## config.mk

```make
export PLATFORM = sky130hd
export DESIGN_NAME = integer_to_roman_numeral_unit
export DESIGN_NICKNAME = d
export VERILOG_FILES = /design/src/sv/irn_pkg.sv /design/src/sv/irn_datapath.sv /design/src/sv/irn_controller.sv /design/src/sv/integer_to_roman_numeral_unit.sv
export SDC_FILE = /design/constraint.sdc
export NUM_CORES = 1
export LEC_CHECK = 0
export ABC_CLOCK_PERIOD_IN_PS = 2940
export BUFFER_PORTS_ARGS = -buffer_cell sky130_fd_sc_hd__buf_2
export CORE_ASPECT_RATIO = 0.75
export CORE_UTILIZATION = 34
export CTS_CLUSTER_SIZE = 20
export DETAILED_ROUTE_END_ITERATION = 10
export GPL_TIMING_DRIVEN = 0
export PLACE_DENSITY = 0.52
export SLEW_MARGIN = 10
export SYNTH_ARGS = -nofsm -noshare
export SYNTH_HDL_FRONTEND = slang
export SYNTH_SLANG_ARGS = --single-unit
```

## constraint.sdc

```tcl
create_clock -name clock -period 2.94 [get_ports clock]
set_clock_uncertainty 0.05 [all_clocks]
set_input_delay 0 -clock clock [delete_from_list [all_inputs] [get_ports clock]]
set_output_delay 0 -clock clock [all_outputs]
set_load 0.05 [all_outputs]
```

## src/sv/irn_pkg.sv

```systemverilog
// shared types, constants and symbol tables for the integer to roman numeral unit
package irn_pkg;

   localparam int VALUE_WIDTH = 12;
   localparam int CHAR_WIDTH  = 7;
   localparam int SYM_COUNT   = 13;
   localparam int SYM_WIDTH   = $clog2(SYM_COUNT);

   localparam logic [VALUE_WIDTH-1:0] MAX_VALID = VALUE_WIDTH'(3999);

   localparam logic [CHAR_WIDTH-1:0] CHAR_NONE = 7'h00;
   localparam logic [CHAR_WIDTH-1:0] CHAR_I    = 7'h49;
   localparam logic [CHAR_WIDTH-1:0] CHAR_V    = 7'h56;
   localparam logic [CHAR_WIDTH-1:0] CHAR_X    = 7'h58;
   localparam logic [CHAR_WIDTH-1:0] CHAR_L    = 7'h4C;
   localparam logic [CHAR_WIDTH-1:0] CHAR_C    = 7'h43;
   localparam logic [CHAR_WIDTH-1:0] CHAR_D    = 7'h44;
   localparam logic [CHAR_WIDTH-1:0] CHAR_M    = 7'h4D;

   localparam logic [SYM_WIDTH-1:0] SYM_LAST = SYM_WIDTH'(SYM_COUNT - 1);

   typedef enum logic [0:0] {
      ST_IDLE    = 1'b0,
      ST_CONVERT = 1'b1
   } state_type;

   // controller to datapath
   typedef struct packed {
      logic load;
      logic step;
   } cmd_type;

   // datapath to controller
   typedef struct packed {
      logic out_free;
      logic finish_now;
   } status_type;

   function automatic logic [VALUE_WIDTH-1:0] sym_value(input logic [SYM_WIDTH-1:0] k);
      logic [VALUE_WIDTH-1:0] v;
      unique case (k)
         4'd0:    v = VALUE_WIDTH'(1000);
         4'd1:    v = VALUE_WIDTH'(900);
         4'd2:    v = VALUE_WIDTH'(500);
         4'd3:    v = VALUE_WIDTH'(400);
         4'd4:    v = VALUE_WIDTH'(100);
         4'd5:    v = VALUE_WIDTH'(90);
         4'd6:    v = VALUE_WIDTH'(50);
         4'd7:    v = VALUE_WIDTH'(40);
         4'd8:    v = VALUE_WIDTH'(10);
         4'd9:    v = VALUE_WIDTH'(9);
         4'd10:   v = VALUE_WIDTH'(5);
         4'd11:   v = VALUE_WIDTH'(4);
         default: v = VALUE_WIDTH'(1);
      endcase
      return v;
   endfunction

   function automatic logic [CHAR_WIDTH-1:0] sym_first(input logic [SYM_WIDTH-1:0] k);
      logic [CHAR_WIDTH-1:0] c;
      unique case (k)
         4'd0:    c = CHAR_M;
         4'd1:    c = CHAR_C;
         4'd2:    c = CHAR_D;
         4'd3:    c = CHAR_C;
         4'd4:    c = CHAR_C;
         4'd5:    c = CHAR_X;
         4'd6:    c = CHAR_L;
         4'd7:    c = CHAR_X;
         4'd8:    c = CHAR_X;
         4'd9:    c = CHAR_I;
         4'd10:   c = CHAR_V;
         4'd11:   c = CHAR_I;
         default: c = CHAR_I;
      endcase
      return c;
   endfunction

   // second letter of a subtractive pair, none for plain symbols
   function automatic logic [CHAR_WIDTH-1:0] sym_second(input logic [SYM_WIDTH-1:0] k);
      logic [CHAR_WIDTH-1:0] c;
      unique case (k)
         4'd1:    c = CHAR_M;
         4'd3:    c = CHAR_D;
         4'd5:    c = CHAR_C;
         4'd7:    c = CHAR_L;
         4'd9:    c = CHAR_X;
         4'd11:   c = CHAR_V;
         default: c = CHAR_NONE;
      endcase
      return c;
   endfunction

endpackage

```

## src/sv/irn_datapath.sv

```systemverilog
// datapath: remainder, symbol index and result register of the numeral converter
module irn_datapath (
   input  logic                              clock,
   input  logic                              reset,
   input  logic [irn_pkg::VALUE_WIDTH-1:0]   req_value,
   input  irn_pkg::cmd_type                  cmd,
   output irn_pkg::status_type               status,
   input  logic                              rsp_stall,
   output logic                              rsp_valid,
   output logic [irn_pkg::CHAR_WIDTH-1:0]    rsp_character,
   output logic                              rsp_last,
   output logic                              rsp_error
);
   import irn_pkg::*;

   logic [VALUE_WIDTH-1:0] rest_ff, rest_in;
   logic [SYM_WIDTH-1:0]   sym_ff, sym_in;
   logic                   pending_ff, pending_in;
   logic                   bad_ff, bad_in;
   logic                   rsp_valid_ff, rsp_valid_in;
   logic [CHAR_WIDTH-1:0]  char_ff, char_in;
   logic                   last_ff, last_in;
   logic                   error_ff, error_in;

   logic [VALUE_WIDTH-1:0] sym_val;
   logic [VALUE_WIDTH-1:0] rest_sub;
   logic                   fits;
   logic                   has_second;
   logic                   emit;
   logic                   emit_last;
   logic [CHAR_WIDTH-1:0]  emit_char;

   always_comb begin
      sym_val    = sym_value(sym_ff);
      rest_sub   = rest_ff - sym_val;
      fits       = (rest_ff >= sym_val);
      has_second = (sym_second(sym_ff) != CHAR_NONE);
      emit       = 1'b0;
      emit_last  = 1'b0;
      emit_char  = CHAR_NONE;
      if (pending_ff) begin
         emit      = 1'b1;
         emit_char = sym_second(sym_ff);
         emit_last = (rest_sub == '0);
      end else if (fits) begin
         emit      = 1'b1;
         emit_char = sym_first(sym_ff);
         emit_last = !has_second && (rest_sub == '0);
      end
   end

   always_comb begin
      rest_in    = rest_ff;
      sym_in     = sym_ff;
      pending_in = pending_ff;
      bad_in     = bad_ff;
      if (cmd.load) begin
         rest_in    = req_value;
         sym_in     = '0;
         pending_in = 1'b0;
         bad_in     = (req_value == '0) || (req_value > MAX_VALID);
      end else if (cmd.step && !bad_ff) begin
         if (pending_ff) begin
            rest_in    = rest_sub;
            pending_in = 1'b0;
         end else if (fits) begin
            if (has_second) begin
               pending_in = 1'b1;
            end else begin
               rest_in = rest_sub;
            end
         end else if (sym_ff != SYM_LAST) begin
            sym_in = sym_ff + 1'b1;
         end
      end
   end

   // result register
   always_comb begin
      rsp_valid_in = rsp_valid_ff && rsp_stall;
      char_in      = char_ff;
      last_in      = last_ff;
      error_in     = error_ff;
      if (cmd.step && (bad_ff || emit)) begin
         rsp_valid_in = 1'b1;
         char_in      = bad_ff ? CHAR_NONE : emit_char;
         last_in      = bad_ff || emit_last;
         error_in     = bad_ff;
      end
   end

   always_ff @(posedge clock) begin
      if (reset) begin
         rsp_valid_ff <= 1'b0;
      end else begin
         rsp_valid_ff <= rsp_valid_in;
      end
   end

   always_ff @(posedge clock) begin
      rest_ff    <= rest_in;
      sym_ff     <= sym_in;
      pending_ff <= pending_in;
      bad_ff     <= bad_in;
      char_ff    <= char_in;
      last_ff    <= last_in;
      error_ff   <= error_in;
   end

   assign status.out_free   = !rsp_valid_ff || !rsp_stall;
   assign status.finish_now = bad_ff || (emit && emit_last);

   assign rsp_valid     = rsp_valid_ff;
   assign rsp_character = char_ff;
   assign rsp_last      = last_ff;
   assign rsp_error     = error_ff;

endmodule

```

## src/sv/irn_controller.sv

```systemverilog
// controller state machine of the numeral converter
module irn_controller (
   input  logic                clock,
   input  logic                reset,
   input  logic                req_valid,
   output logic                req_stall,
   input  irn_pkg::status_type status,
   output irn_pkg::cmd_type    cmd,
   output irn_pkg::state_type  state
);
   import irn_pkg::*;

   state_type state_ff, state_in;

   always_ff @(posedge clock) begin
      if (reset) begin
         state_ff <= ST_IDLE;
      end else begin
         state_ff <= state_in;
      end
   end

   always_comb begin
      state_in  = state_ff;
      cmd.load  = 1'b0;
      cmd.step  = 1'b0;
      req_stall = 1'b1;
      unique case (state_ff)
         ST_IDLE: begin
            req_stall = 1'b0;
            if (req_valid) begin
               cmd.load = 1'b1;
               state_in = ST_CONVERT;
            end
         end
         ST_CONVERT: begin
            if (status.out_free) begin
               cmd.step = 1'b1;
               if (status.finish_now) begin
                  state_in = ST_IDLE;
               end
            end
         end
         default: begin
            state_in = ST_IDLE;
         end
      endcase
   end

   assign state = state_ff;

endmodule

```

## src/sv/integer_to_roman_numeral_unit.sv

```systemverilog
// top level of the integer to roman numeral unit
// Converts a 12-bit unsigned value into its Roman numeral, emitted as one ASCII
// letter (I V X L C D M) per rsp transaction, most significant letter first, with
// rsp_last on the final letter. Subtractive pairs (IV, IX, XL, XC, CD, CM) come out
// as two consecutive letters. A value of 0 or above 3999 yields one transaction
// with rsp_character 0, rsp_last 1 and rsp_error 1. One value is converted at a
// time: the block takes a req transaction only while idle, loads it, then walks
// greedily over the thirteen symbol values, each step emitting one letter or
// skipping one symbol (at most 12 skips), and holds while the result side
// holds rsp_stall. Each step uses the single subtract-and-compare in the datapath.
module integer_to_roman_numeral_unit (
   input  logic                             clock,
   input  logic                             reset,
   input  logic                             req_valid,
   output logic                             req_stall,
   input  logic [irn_pkg::VALUE_WIDTH-1:0]  req_value,
   output logic                             rsp_valid,
   input  logic                             rsp_stall,
   output logic [irn_pkg::CHAR_WIDTH-1:0]   rsp_character,
   output logic                             rsp_last,
   output logic                             rsp_error
);
   import irn_pkg::*;

   cmd_type    cmd;
   status_type status;
   state_type  state;

   // sequencing: idle / convert, drives load and step commands
   irn_controller u_controller (
      .clock     (clock),
      .reset     (reset),
      .req_valid (req_valid),
      .req_stall (req_stall),
      .status    (status),
      .cmd       (cmd),
      .state     (state)
   );

   // remainder, symbol walk and result register
   irn_datapath u_datapath (
      .clock         (clock),
      .reset         (reset),
      .req_value     (req_value),
      .cmd           (cmd),
      .status        (status),
      .rsp_stall     (rsp_stall),
      .rsp_valid     (rsp_valid),
      .rsp_character (rsp_character),
      .rsp_last      (rsp_last),
      .rsp_error     (rsp_error)
   );

   // an accepted transaction closes the input until the numeral is done
   assert property (@(posedge clock) disable iff (reset)
      (req_valid && !req_stall) |=> req_stall)
      else $error("input taken while a conversion is running");

   // error results are single, zero-character and final
   assert property (@(posedge clock) disable iff (reset)
      (rsp_valid && rsp_error) |-> (rsp_last && (rsp_character == CHAR_NONE)))
      else $error("malformed error result");

   // good results always carry a letter
   assert property (@(posedge clock) disable iff (reset)
      (rsp_valid && !rsp_error) |-> (rsp_character != CHAR_NONE))
      else $error("empty letter in numeral");

   // back in idle the step command stays off
   assert property (@(posedge clock) disable iff (reset)
      (state == ST_IDLE) |-> !cmd.step)
      else $error("step issued while idle");

endmodule
```

== Word-level counts from Yosys, hierarchy flattened ==
Memories as Yosys holds them, arrays and structs flattened. A register that Yosys moved wholly into a read port is not among the register bits.
Cells that the tools add are included.

* Add/sub/neg operators: 2
* Magnitude comparators: 2
* Equal/unequal tests: 8
* Muxes and demuxes: 28
* Bitwise logic cells: 3
* Reduce and logical (&&, ||, !) cells: 21

{| class="wikitable"
|+ Operators with widths
! operator !! count
|-
| 2-to-1 mux 12 bit || 5
|-
| one-hot mux 7 bit (6 select lines) || 1
|-
| zero test 12 bit || 2
|-
| 2-to-1 mux 4 bit || 4
|-
| 2-to-1 mux 1 bit || 15
|-
| 2-to-1 mux 7 bit || 2
|-
| greater-or-equal comparator 12 bit || 1
|-
| greater-than comparator 12 bit (second input constant) || 1
|-
| subtractor 12 bit || 1
|-
| equality test 4 x 3 -> 1 bit (second input constant) || 2
|-
| equality test 4 bit (second input constant) || 2
|-
| nonzero test 7 bit || 1
|-
| logical AND 1 bit || 5
|-
| logical OR 1 bit || 5
|-
| adder 4 x 1 -> 4 bit (second input constant) || 1
|-
| equality test 4 x 1 -> 1 bit (second input constant) || 1
|-
| equality test 4 x 2 -> 1 bit (second input constant) || 1
|-
| zero test 1 bit || 4
|-
| inequality test 4 bit (second input constant) || 1
|-
| AND reduction 4 bit || 1
|-
| inequality test 3 x 2 -> 1 bit (second input constant) || 1
|-
| inverter 1 bit || 3
|-
| AND reduction 3 bit || 1
|-
| nonzero test 3 bit || 1
|-
| other kinds (2) || 2
|}

* Flip-flop bits (word level): 29
* ROM bits: 240
* Bits of input ports: 16
* Output and inout bits: 11
* Logic and storage cells: 75
* Memories: 2

{| class="wikitable"
|+ Memories
! memory !! depth !! width !! rd ports !! clocked after Yosys merged registers in !! wr ports !! RTL line !! RTL
|-
| (no name shown) || 16 || 10 || 1 || 1 || 0 || irn_pkg.sv:41 || <nowiki>unique case (k)</nowiki>
|-
| (no name shown) || 16 || 5 || 1 || 1 || 0 || irn_pkg.sv:61 || <nowiki>unique case (k)</nowiki>
|}

== Depth between registers and ports, before layout ==
Gate-level depths: netlist of the first run.

* Word-level depth: 12
* Gate-level depth with buffers: 14
* Gate-level depth less buffers: 14

== Cells and area by module ==
A second synthesis of the first run with hierarchy kept.

* Cells, all modules: 293
* Area, all modules: 2683.8 sq um

{| class="wikitable"
|+ Modules (own cells, without submodules)
! module !! instances !! cells each !! area an instance (sq um) !! seq. area each (sq um)
|-
| irn_datapath || 1 || 287 || 2622.5 || 1031.0
|-
| irn_controller || 1 || 6 || 61.3 || 20.0
|}

== Least setup slack after synthesis of the first run ==
OpenSTA, ideal clock, no wires.

* Path type: reg2reg
* From: register u_datapath.rest_ff[0]
* To: register, netlist name u_datapath.sym_val[1]
* Setup time: 65 ps
* Data arrival time: 2856 ps
* Required time: 2825 ps
* Path slack: -31 ps
* Cell stages (with the launch flop): 15
* Path buffers: 0
* Period minus slack after synthesis: 2971 ps
* Cell sequence: edfxtp_1 inv_1 ha_1 inv_1 fa_1 nand3_1 a21oi_2 o311a_4 nor2_1 xnor2_1 nand2_1 ha_1 o21ai_0 o22a_1 nor2_1

* Cells in the longest elaborated chain, start to end: 5

{| class="wikitable"
|+ Ends and longest elaborated chain
! element !! RTL line !! RTL
|-
| from (decl) || irn_datapath.sv:16 || <nowiki>logic [VALUE_WIDTH-1:0] rest_ff, rest_in;</nowiki>
|-
| from (signal assigned) || irn_datapath.sv:101 || <nowiki>rest_ff <= rest_in;</nowiki>
|-
| greater-or-equal comparator 12 bit || irn_datapath.sv:36 || <nowiki>fits = (rest_ff >= sym_val);</nowiki>
|-
| inverter 1 bit (no source line) || -- ||
|-
| AND reduction 4 bit (no source line) || -- ||
|-
| 2-to-1 mux 4 bit (no source line) (2 in series) || -- ||
|}

Every way passes these cells.
A chain may end at the register's enable or synchronous reset.

== Worst setup path after layout of the first run ==
* From: register, netlist name u_datapath.sym_val[7]
* To: register u_controller.state_ff (netlist: u_controller.state)

* Cells in the longest elaborated chain, start to end: 10
* Elaborated cells between the ends (all ways): 13
* Classes of those cells: add/sub (1); order compare (1); mux (7); reduce/logical (4)

{| class="wikitable"
|+ Ends and longest elaborated chain
! element !! RTL line !! RTL
|-
| subtractor 12 bit || irn_datapath.sv:35 || <nowiki>rest_sub = rest_ff - sym_val;</nowiki>
|-
| zero test 12 bit || irn_datapath.sv:44, irn_datapath.sv:48 ||
|-
| logical AND 1 bit || irn_datapath.sv:48 || <nowiki>emit_last = !has_second && (rest_sub == '0);</nowiki>
|-
| 2-to-1 mux 1 bit || irn_datapath.sv:45 || <nowiki>end else if (fits) begin</nowiki>
|-
| 2-to-1 mux 1 bit || irn_datapath.sv:41 || <nowiki>if (pending_ff) begin</nowiki>
|-
| logical AND 1 bit * || irn_datapath.sv:111 || <nowiki>assign status.finish_now = bad_ff || (emit && emit_last);</nowiki>
|-
| logical OR 1 bit * || irn_datapath.sv:111 ||
|-
| 2-to-1 mux 1 bit * || irn_controller.sv:39 || <nowiki>if (status.finish_now) begin</nowiki>
|-
| 2-to-1 mux 1 bit * || irn_controller.sv:37 || <nowiki>if (status.out_free) begin</nowiki>
|-
| one-hot mux 1 bit (2 select lines) * || irn_controller.sv:28 || <nowiki>unique case (state_ff)</nowiki>
|-
| to (signal assigned) || irn_controller.sv:19 || <nowiki>state_ff <= state_in;</nowiki>
|-
| to (decl) || irn_controller.sv:13 || <nowiki>state_type state_ff, state_in;</nowiki>
|}

Every way passes the cells marked *; elsewhere a longest branch is shown, timed or not.

==> results of run 1 <==
layout make-up:
type	count	area [µm²]
Fill cell	745	4080
Multi-Input combinational cell	220	1679
Sequential cell	42	1052
Timing Repair Buffer	48	331.6
Tap cell	101	126.4
Inverter	28	105.1
Buffer	14	82.58
Clock buffer	6	72.57
Clock inverter	2	37.54
cell usage in the layout, fill, tap and decap left out, types with 5 or more instances in the layout:
cell | netlist | final
o21ai_0 | 16 | 14
inv_1 | 26 | 24
edfxtp_1 | 21 | 21
ha_2 | 0 | 5
buf_2 | 4 | 28
a21oi_1 | 20 | 20
ha_1 | 18 | 12
clkbuf_8 | 0 | 5
nand2_1 | 27 | 25
nand3_1 | 16 | 15
dlygate4sd3_1 | 0 | 12
o31a_1 | 5 | 5
nor3_1 | 5 | 5
dfxtp_1 | 21 | 20
buf_4 | 2 | 11
nor2_1 | 26 | 24
xnor2_1 | 7 | 6
nand4_1 | 5 | 5
clkbuf_1 | 7 | 8
through the flow:
step	setup WS [ns]	instances
2_1_floorplan	0.007251	304
3_3_place_gp	-0.9656	430
3_5_place_dp	-0.4056	430
4_1_cts	0.008544	454
5_1_grt	-0.1138	461
6_report	0.04899	461
cell families after synthesis:
kind of cell,count (synthesis),share of synthesized area [%]
compound gates,89,24.28
flops,42,38.48
fa+ha+maj,19,8.979
simple gates,104,19.38
other cells,1,0.1373
buf+inv,42,6.505
xor+xnor,7,2.245
synth_stat cells (3+ instances only):
cell      number  area [µm²]
o31ai_1        4       30.03
edfxtp_1      21       630.6
a21oi_2        3       26.28
a31oi_1        3       18.77
nand4_1        5       31.28
nor2b_1        3       18.77
a21oi_1       20       100.1
inv_1         26       97.59
a211oi_1       4       30.03
o21a_1         3       22.52
nand3_1       16       80.08
o21ai_1        3       15.01
o21ai_0       16       80.08
xnor2_1        7       61.31
nor3_1         5       25.02
clkbuf_1       7       26.28
dfxtp_1       21       420.4
a21o_1         3       22.52
o31a_1         5       43.79
nand2_1       27       101.4
nor2_1        26       97.59
ha_1          18       225.2
buf_2          4       20.02
nor4_1         5       31.28
critical path, cell delays in order, from the launching register on:
cell and delay (ns):
dfxtp_1 0.32, inv_1 0.09, ha_2 0.40, nand4_1 0.21, o31a_1 0.35, o21a_1 0.21
nand2_2 0.19, a21oi_1 0.15, or4_1 0.57, o31a_1 0.25
what timing repair did:
| item | CTS | global route |
|---|---|---|
| pin swaps | 4 | 19 |
| setup buffers | 4 | 7 |
| hold endpoints to repair | 12 | 0 |
| endpoints found under the setup margin | 20 | 33 |
| gates resized for setup | 14 | 23 |
| hold buffers | 12 | 0 |
power by group:
part	internal (mW)	switching, mW	total, mW
sequential	0.683	0.0237	0.706
combinational	0.205	0.342	0.547
clock	0.254	0.217	0.471
total	1.14	0.583	1.72
worst paths after layout:
| path | cells past startpoint | slack [ns] | from | end |
|---|---|---|---|---|
| setup / recovery | 9 | 0.05 | u_datapath.sym_val[7] | u_controller.state |
| hold / removal | 3 | 0.02 | req_value[9] | u_datapath.rest_ff[9] |
| setup reg to reg | 9 | 0.05 | u_datapath.sym_val[7] | u_controller.state |
| hold reg to reg | 2 | 0.50 | u_controller.state | u_datapath.rsp_valid |
per-layer routing:
| metal | up-vias | part of all wire (%) |
|---|---|---|
| met4 | 0 | 0.57 |
| met1 | 1093 | 55 |
| met3 | 4 | 4.1 |
| met5 | - | 0 |
| met2 | 54 | 40 |
| li1 | 1220 | - |
==> reports/qor.yml, run 1 <==
crit_arrival_ns: 3.03
use_met3_pct: 3.510
dp_hpwl_mm: 5.206
synth_cell_type_count: 62
min_path_type: "primary input to flip-flop"
syn_avg_cell_area_um2: 8.985
fp-row-count: 27
cts-buffers-inserted: 5
grt_usage_pct: 17.41
portBuffers: 25
tightest_slew_ns: 0.6677
ir_drop_v: 0.0001876
ys_ff_latch: 42
dominantRegCellSynth: "edfxtp_1"
met1_usage_pct: 27.08
num-nets-final: 394
synthToLayoutAreaGrowth_pct: 27.67
stdcell_area_um2: 3487
synth_area_um2: 2731
root_buffer: "clkbuf_8"
layout-drive-gt1-share_pct: 25.00
synth_edf_count: 21
synth-seq-area-share_pct: 38.48
fin_crit_ns: 2.891
postRouteAntennaNets: 0
slew_headroom_pct: 55.07
maxSlewViolCount: 0
antenna_cells: 0
cts.sinks: 42
gp_congestion: 0.8251
clk_path_buf_depth: 2
busiest_layer: "met1"
drc: 0
crit_required_ns: 3.08
clock_latency_ns: 0.30
use_met2_pct: 23.82
post_dp_cell_area_um2: 2997
synth_warnings: 0
totalWireLength_mm: 7.230
cts_tree: "done"
num_vias: 2371
grt_pass1_wl_mm: 11.18
grt_pass1_vias: 2171
post-route-period-util_pct: 98.33
wl_per_cell_um: 15.68
die_h_um: 79.62
synth_nets: 339
crit_path_end_kind: "flip-flop"
syn_inst: 304
finalHoldViolCount: 0
ys_async_sr_fraction_pct: 0
antenna_found_initial: 0
critPathKind: "flip-flop to flip-flop"
rsz0062_at_grt: "yes"
drt_pre_antenna_iters: 4
drv_cap: 0
post-route-util_pct: 46.08
gr-total-overflow: 0
status: "complete, no violations"
setup_viol: 0
die-area_um2: 8400
finalPower_mw: 1.725
max_clock_freq_mhz: 345.9
h-tree-depth: 2
hold_ws_ns: 0.02272
design.core.area_um2: 7567
ioPinCount: 27
clk_pin_slew_ns: 0.09
crit_fanout: 9
setup_tns_ns: 0
die_w_um: 105.5
start_util_pct: 36.09
leakagePower_nw: 1.330
drt_iter0_markers: 110
viasPerCell: 5.143
startpoint_type: "flip-flop"
grt_max_degree: 14
p_per_area_nw_per_um2: 494.5
(Power assumes the default switching activity.)
==> inputs of run 2 (changes only) <==
--- a/config.mk
+++ b/config.mk
@@ -8,11 +8,12 @@
 export ABC_CLOCK_PERIOD_IN_PS = 2940
 export BUFFER_PORTS_ARGS = -buffer_cell sky130_fd_sc_hd__buf_2
 export CORE_ASPECT_RATIO = 0.75
-export CORE_UTILIZATION = 34
+export CORE_MARGIN = 2
+export CORE_UTILIZATION = 37
 export CTS_CLUSTER_SIZE = 20
 export DETAILED_ROUTE_END_ITERATION = 10
 export GPL_TIMING_DRIVEN = 0
-export PLACE_DENSITY = 0.52
+export PLACE_DENSITY = 0.55
 export SLEW_MARGIN = 10
 export SYNTH_ARGS = -nofsm -noshare
 export SYNTH_HDL_FRONTEND = slang
==> run 2 against run 1 <==
Final cell count is 0.65% lower. Critical endpoint is now u_datapath.sym_val[1]. Wire length shrank 4.8%. Maximum frequency decreased by 1.1%. Largest cell class unchanged. Sequential cell count is the same. Global-route usage up 0.18 points. Final area decreased by 1.4%. Register-to-register slack worse by 0.03 ns. Core utilization rose by 1.2 points.
==> reports/qor.yml, run 2 (same netlist as run 1, synthesis figures left out) <==
status: "complete, no violations"
gr-total-overflow: 0  # unchanged
grt_max_degree: 14  # unchanged
rsz0062_at_grt: "yes"
wl_per_cell_um: 15.03  # -4.1%
grt_usage_pct: 17.58  # +0.18 points
h-tree-depth: 2  # unchanged
layout-drive-gt1-share_pct: 23.81  # -1.2 points
grt_pass1_vias: 2173  # +0.092%
finalPower_mw: 1.721  # -0.21%
drt_pre_antenna_iters: 4  # unchanged
dp_hpwl_mm: 5.080  # -2.4%
max_clock_freq_mhz: 342.0  # -1.1%
slew_headroom_pct: 53.53  # -1.5 points
drv_cap: 0  # unchanged
critPathKind: "flip-flop to flip-flop"
fin_crit_ns: 2.924  # +0.03330 ns
leakagePower_nw: 1.317  # -1.0%
die_w_um: 103.2  # -2.2%
design.core.area_um2: 7263  # -4.0%
clk_pin_slew_ns: 0.09  # about the same
cts-buffers-inserted: 5  # unchanged
crit_fanout: 7  # -2
ir_drop_v: 0.0002181  # +16%
totalWireLength_mm: 6.885  # -4.8%
layout.cells.non_filler: 458  # -0.65%
min_path_type: "primary input to flip-flop"
start_util_pct: 37.61  # +1.5 points
cts.sinks: 42  # unchanged
post-route-period-util_pct: 99.47  # +1.1 points
drt_iter0_markers: 99  # -10%
post-route-util_pct: 47.32  # +1.2 points
maxSlewViolCount: 0  # unchanged
drc: 0  # unchanged
die_h_um: 78.41  # -1.5%
antenna_cells: 0  # unchanged
viasPerCell: 5.227  # +1.6%
final_cell_mix: "27 x buf_2, 26 x nand2_1, 25 x inv_1"
ioPinCount: 27  # unchanged
synthToLayoutAreaGrowth_pct: 25.84
clk_path_buf_depth: 2  # unchanged
final_common_cell: "buf_2"
p_per_area_nw_per_um2: 500.7  # +1.2%
dp_slack_ns: -0.3558  # +0.04974 ns
hold_ws_ns: 0.009012  # -0.01370 ns
antenna_found_initial: 0  # unchanged
portBuffers: 25  # unchanged
postRouteAntennaNets: 0  # unchanged
die-area_um2: 8093  # -3.7%
num_vias: 2394  # +0.97%
fillers: 695  # -6.7%
root_buffer: "clkbuf_8"
cts_tree: "done"
crit_path_end_kind: "flip-flop"
startpoint_type: "flip-flop"
setup_viol: 0  # unchanged
setup_ws_ns: 0.01569  # -0.03330 ns
place_inst: 430  # unchanged
gp_congestion: 0.8951  # +8.5%
grt_pass1_wl_mm: 10.92  # -2.3%
crit_arrival_ns: 3.10  # +0.07 ns
tightest_slew_ns: 0.6906  # +0.02289 ns
crit_required_ns: 3.12  # +0.04 ns
finalHoldViolCount: 0  # unchanged
clock_latency_ns: 0.29  # about the same
num-nets-final: 391  # -0.76%
fp-row-count: 27  # unchanged
-- run 2: cell types whose count changed in the layout (fill, tap and decap cells not counted), sizes merged --
cell         previous run  this run
buf                    43        40
clkbuf                 13        14
dlygate4sd3            12        11
-- run 2: where the power goes --
| group | internal, mW | switching, mW | leakage, nW |
|---|---|---|---|
| clock | 0.254 | 0.212 | 0.0514 |
| sequential | 0.683 | 0.0244 | 0.373 |
| combinational | 0.209 | 0.339 | 0.892 |
-- run 2: what timing repair did --
| item | CTS | global route |
|---|---|---|
| setup buffers | 4 | 5 |
| hold buffers | 11 | 0 |
| pin swaps | 2 | 7 |
| gates resized for setup | 11 | 19 |
| hold endpoints to repair | 11 | 0 |
| setup endpoints to repair | 18 | 31 |
-- run 2: cell type report --
class	instances	area (µm²)	share of cell area (%)
flip-flops and latches	42	1052	30.62
inverters	28	105.1	3.058
clock buffers	6	72.57	2.111
clock inverters	2	37.54	1.092
repair buffers	45	302.8	8.810
plain buffers	14	77.57	2.257
well taps	101	126.4	3.677
multi-input cells	220	1663	48.38
-- run 2: final timing paths --
kind	start	to	slack [ns]	depth (start not counted)
setup / recovery	u_datapath.rest_ff[0]	u_datapath.sym_val[1]	0.02	14
hold / removal	req_value[2]	u_datapath.rest_ff[2]	0.009	3
setup reg to reg	u_datapath.rest_ff[0]	u_datapath.sym_val[1]	0.02	14
hold reg to reg	u_datapath.rsp_valid	u_datapath.rsp_valid	0.49	2
-- run 2: worst max-delay path, cell delays in order, from the launching register on --
cell and delay [ns]:
edfxtp_1 0.36, inv_1 0.06, ha_1 0.15, inv_1 0.05
fa_2 0.36, nand3_2 0.11, a21oi_2 0.10, o311a_4 0.43
nor2_4 0.18, xnor2_4 0.17, nand2_4 0.11, ha_4 0.30
o21ai_0 0.12, o22a_1 0.22, nor2_1 0.07
-- run 2: per-stage QoR --
stage                     TNS, ns  instance area (µm²)
after global routing      -0.2974                 3437
after CTS                       0                 3313
final                           0                 3437
after global placement     -14.63                 2993
after detailed placement   -3.428                 2997
after floorplan                 0                 2741
-- run 2: per-layer routing --
| metal | global-route usage, % | share of wire [%] | wire length [µm] | vias up |
|---|---|---|---|---|
| met4 | 3.289 | 0.89 | 61 | 0 |
| li1 | - | - | - | 1215 |
| met2 | 24.09 | 41 | 2839 | 63 |
| met5 | 0 | 0 | 0 | - |
| met3 | 2.939 | 6.3 | 434 | 7 |
| met1 | 28.50 | 52 | 3549 | 1109 |
==> inputs of run 3 (changes only) <==
--- a/config.mk
+++ b/config.mk
@@ -9,11 +9,11 @@
 export BUFFER_PORTS_ARGS = -buffer_cell sky130_fd_sc_hd__buf_2
 export CORE_ASPECT_RATIO = 0.75
 export CORE_MARGIN = 2
-export CORE_UTILIZATION = 37
+export CORE_UTILIZATION = 50
 export CTS_CLUSTER_SIZE = 20
 export DETAILED_ROUTE_END_ITERATION = 10
 export GPL_TIMING_DRIVEN = 0
-export PLACE_DENSITY = 0.55
+export PLACE_DENSITY = 0.71
 export SLEW_MARGIN = 10
 export SYNTH_ARGS = -nofsm -noshare
 export SYNTH_HDL_FRONTEND = slang
==> run 3 against run 2 <==
Setup slack lost 0.0043 ns. Final area grew 4.8%. First-iteration DRC count grew 130%. Combinational power grew 6.6%. Final cell count shrank 3.7%. Core utilization grew 21 points. Count of clock-buffer cells in the layout shrank 1. Register-to-register slack is essentially flat. Largest power group unchanged.
==> reports/qor.yml, run 3 (same netlist as run 1, synthesis figures left out) <==
antenna_cells: 0  # unchanged
max_clock_freq_mhz: 341.5  # -0.15%
setup_viol: 0  # unchanged
reg2reg_to: "u_datapath.sym_val[3]"
ir_drop_v: 0.0003060  # +40%
fp-row-count: 23  # -15%
hold_ws_ns: 0.01525  # +0.006235 ns
crit_arrival_ns: 3.12  # +0.02 ns
die_h_um: 68.01  # -13%
num_vias: 2509  # +4.8%
place_inst: 405  # -5.8%
root_buffer: "clkbuf_8"
holdPathEnd: "u_datapath.rest_ff[0]"
cts.sinks: 42  # unchanged
r2r_slack_ns: 0.01  # about the same
synthToLayoutAreaGrowth_pct: 31.93
drv_cap: 0  # unchanged
post-route-util_pct: 68.05  # +21 points
totalWireLength_mm: 7.519  # +9.2%
stdcell_area_um2: 3603  # +4.8%
ioPinCount: 27  # unchanged
clk_pin_slew_ns: 0.08  # about the same
start_util_pct: 51.58  # +14 points
die-area_um2: 6076  # -25%
finalPower_mw: 1.764  # +2.5%
setup_ws_ns: 0.01143  # -0.004258 ns
post_dp_cell_area_um2: 2972  # -0.83%
layout.cells.non_filler: 441  # -3.7%
fin_crit_ns: 2.929  # +0.004258 ns
num-nets-final: 400  # +2.3%
dp_slack_ns: -0.4154  # -0.05957 ns
crit_path_end_kind: "flip-flop"
cts-buffers-inserted: 5  # unchanged
grt_max_degree: 15  # +1
post-route-period-util_pct: 99.61  # +0.14 points
p_per_area_nw_per_um2: 489.5  # -2.2%
drt_iter0_markers: 229  # +130%
gp_congestion: 0.9054  # +1.2%
critPathKind: "flip-flop to flip-flop"
drc: 0  # unchanged
leakagePower_nw: 1.379  # +4.7%
r2r_cells: 13  # -1
clock_latency_ns: 0.30  # about the same
finalHoldViolCount: 0  # unchanged
grt_usage_pct: 24.66  # +7.1 points
grt_pass1_wl_mm: 11.15  # +2.1%
maxSlewViolCount: 0  # unchanged
dp_hpwl_mm: 4.848  # -4.6%
startpoint_type: "flip-flop"
wl_per_cell_um: 17.05  # +13%
min_path_type: "primary input to flip-flop"
final_cell_mix: "27 x buf_2, 25 x nand2_1, 24 x nor2_1"
final_common_cell: "buf_2"
crit_fanout: 8  # +1
grt_pass1_vias: 2214  # +1.9%
clk_path_buf_depth: 2  # unchanged
min_path_cells: 3  # unchanged
die_w_um: 89.35  # -13%
status: "complete, no violations"
min-delay-start: "req_value[0]"
viasPerCell: 5.689  # +8.8%
crit_required_ns: 3.13  # about the same
rr_startpoint: "u_datapath.rest_ff[0]"
fillers: 424  # -39%
slew_headroom_pct: 58.79  # +5.3 points
antenna_found_initial: 0  # unchanged
layout-drive-gt1-share_pct: 28.69  # +4.9 points
setup_tns_ns: 0  # unchanged
gr-total-overflow: 0  # unchanged
rsz0062_at_grt: "yes"
h-tree-depth: 2  # unchanged
portBuffers: 25  # unchanged
design.core.area_um2: 5295  # -27%
postRouteAntennaNets: 0  # unchanged
drt_pre_antenna_iters: 4  # unchanged
tightest_slew_ns: 0.6182  # -0.07244 ns
cts_tree: "done"
[run 3: cell types whose count changed in the layout (fill, tap and decap cells not counted), sizes merged]
| cell | change |
|---|---|
| buf | +8 |
| clkinvlp | +1 |
[run 3: worst max path at each step]
stage                     startpoint                    end  slack (ns)  depth (start not counted)
3_5_place_dp   u_datapath.rest_ff[0]  u_datapath.sym_val[1]       -0.42                         14
4_1_cts        u_datapath.sym_val[7]  u_datapath.sym_val[1]       0.004                         12
2_1_floorplan  u_datapath.rest_ff[7]  u_datapath.rest_ff[0]       0.007                          7
3_3_place_gp   u_datapath.rest_ff[7]  u_datapath.rest_ff[6]       -0.78                          7
6_report       u_datapath.rest_ff[0]  u_datapath.sym_val[3]        0.01                         13
5_1_grt        u_datapath.rest_ff[0]  u_datapath.sym_val[1]       -0.10                         14
[run 3: layout make-up]
class | instances | area, µm² | share of cell area (%)
clock buffer | 5 | 68.82 | 1.910
buffer | 14 | 88.84 | 2.465
multi-input combinational | 220 | 1744 | 48.40
clock inverter | 3 | 45.04 | 1.250
inverter | 28 | 107.6 | 2.986
timing repair buffer | 54 | 402.9 | 11.18
tap | 75 | 93.84 | 2.604
sequential | 42 | 1052 | 29.20
[run 3: routing by layer]
layer | GRT usage (%) | vias to the layer above | share of wire (%)
met2 | 39.35 | 103 | 46
met3 | 5.428 | 19 | 6.6
met4 | 5.970 | 0 | 2.2
met5 | 0 | - | 0
li1 | - | 1237 | -
met1 | 34.23 | 1150 | 45
[run 3: power by group]
| group | total (mW) | leakage (nW) | internal (mW) | switching [mW] |
|---|---|---|---|---|
| clock network | 0.469 | 0.0504 | 0.253 | 0.216 |
| registers | 0.711 | 0.373 | 0.683 | 0.0282 |
| logic | 0.584 | 0.956 | 0.231 | 0.353 |
[run 3: what timing repair did]
item	CTS	global route
cloned	0	1
pin swaps	5	22
gates resized for setup	12	41
hold buffers	11	0
setup buffers	5	11
endpoints found under the setup margin	25	34
hold endpoints to repair	11	0
[run 3: critical path, stage by stage, from the launching register on]
cell and delay, ns:
edfxtp_1 0.39, inv_2 0.07, ha_4 0.13, inv_2 0.04, fa_2 0.39, nand3_4 0.10, a21oi_4 0.09, o311a_4 0.42
buf_6 0.14, o31a_1 0.27, or2_1 0.26, buf_6 0.15, a21oi_4 0.18, a221o_1 0.19
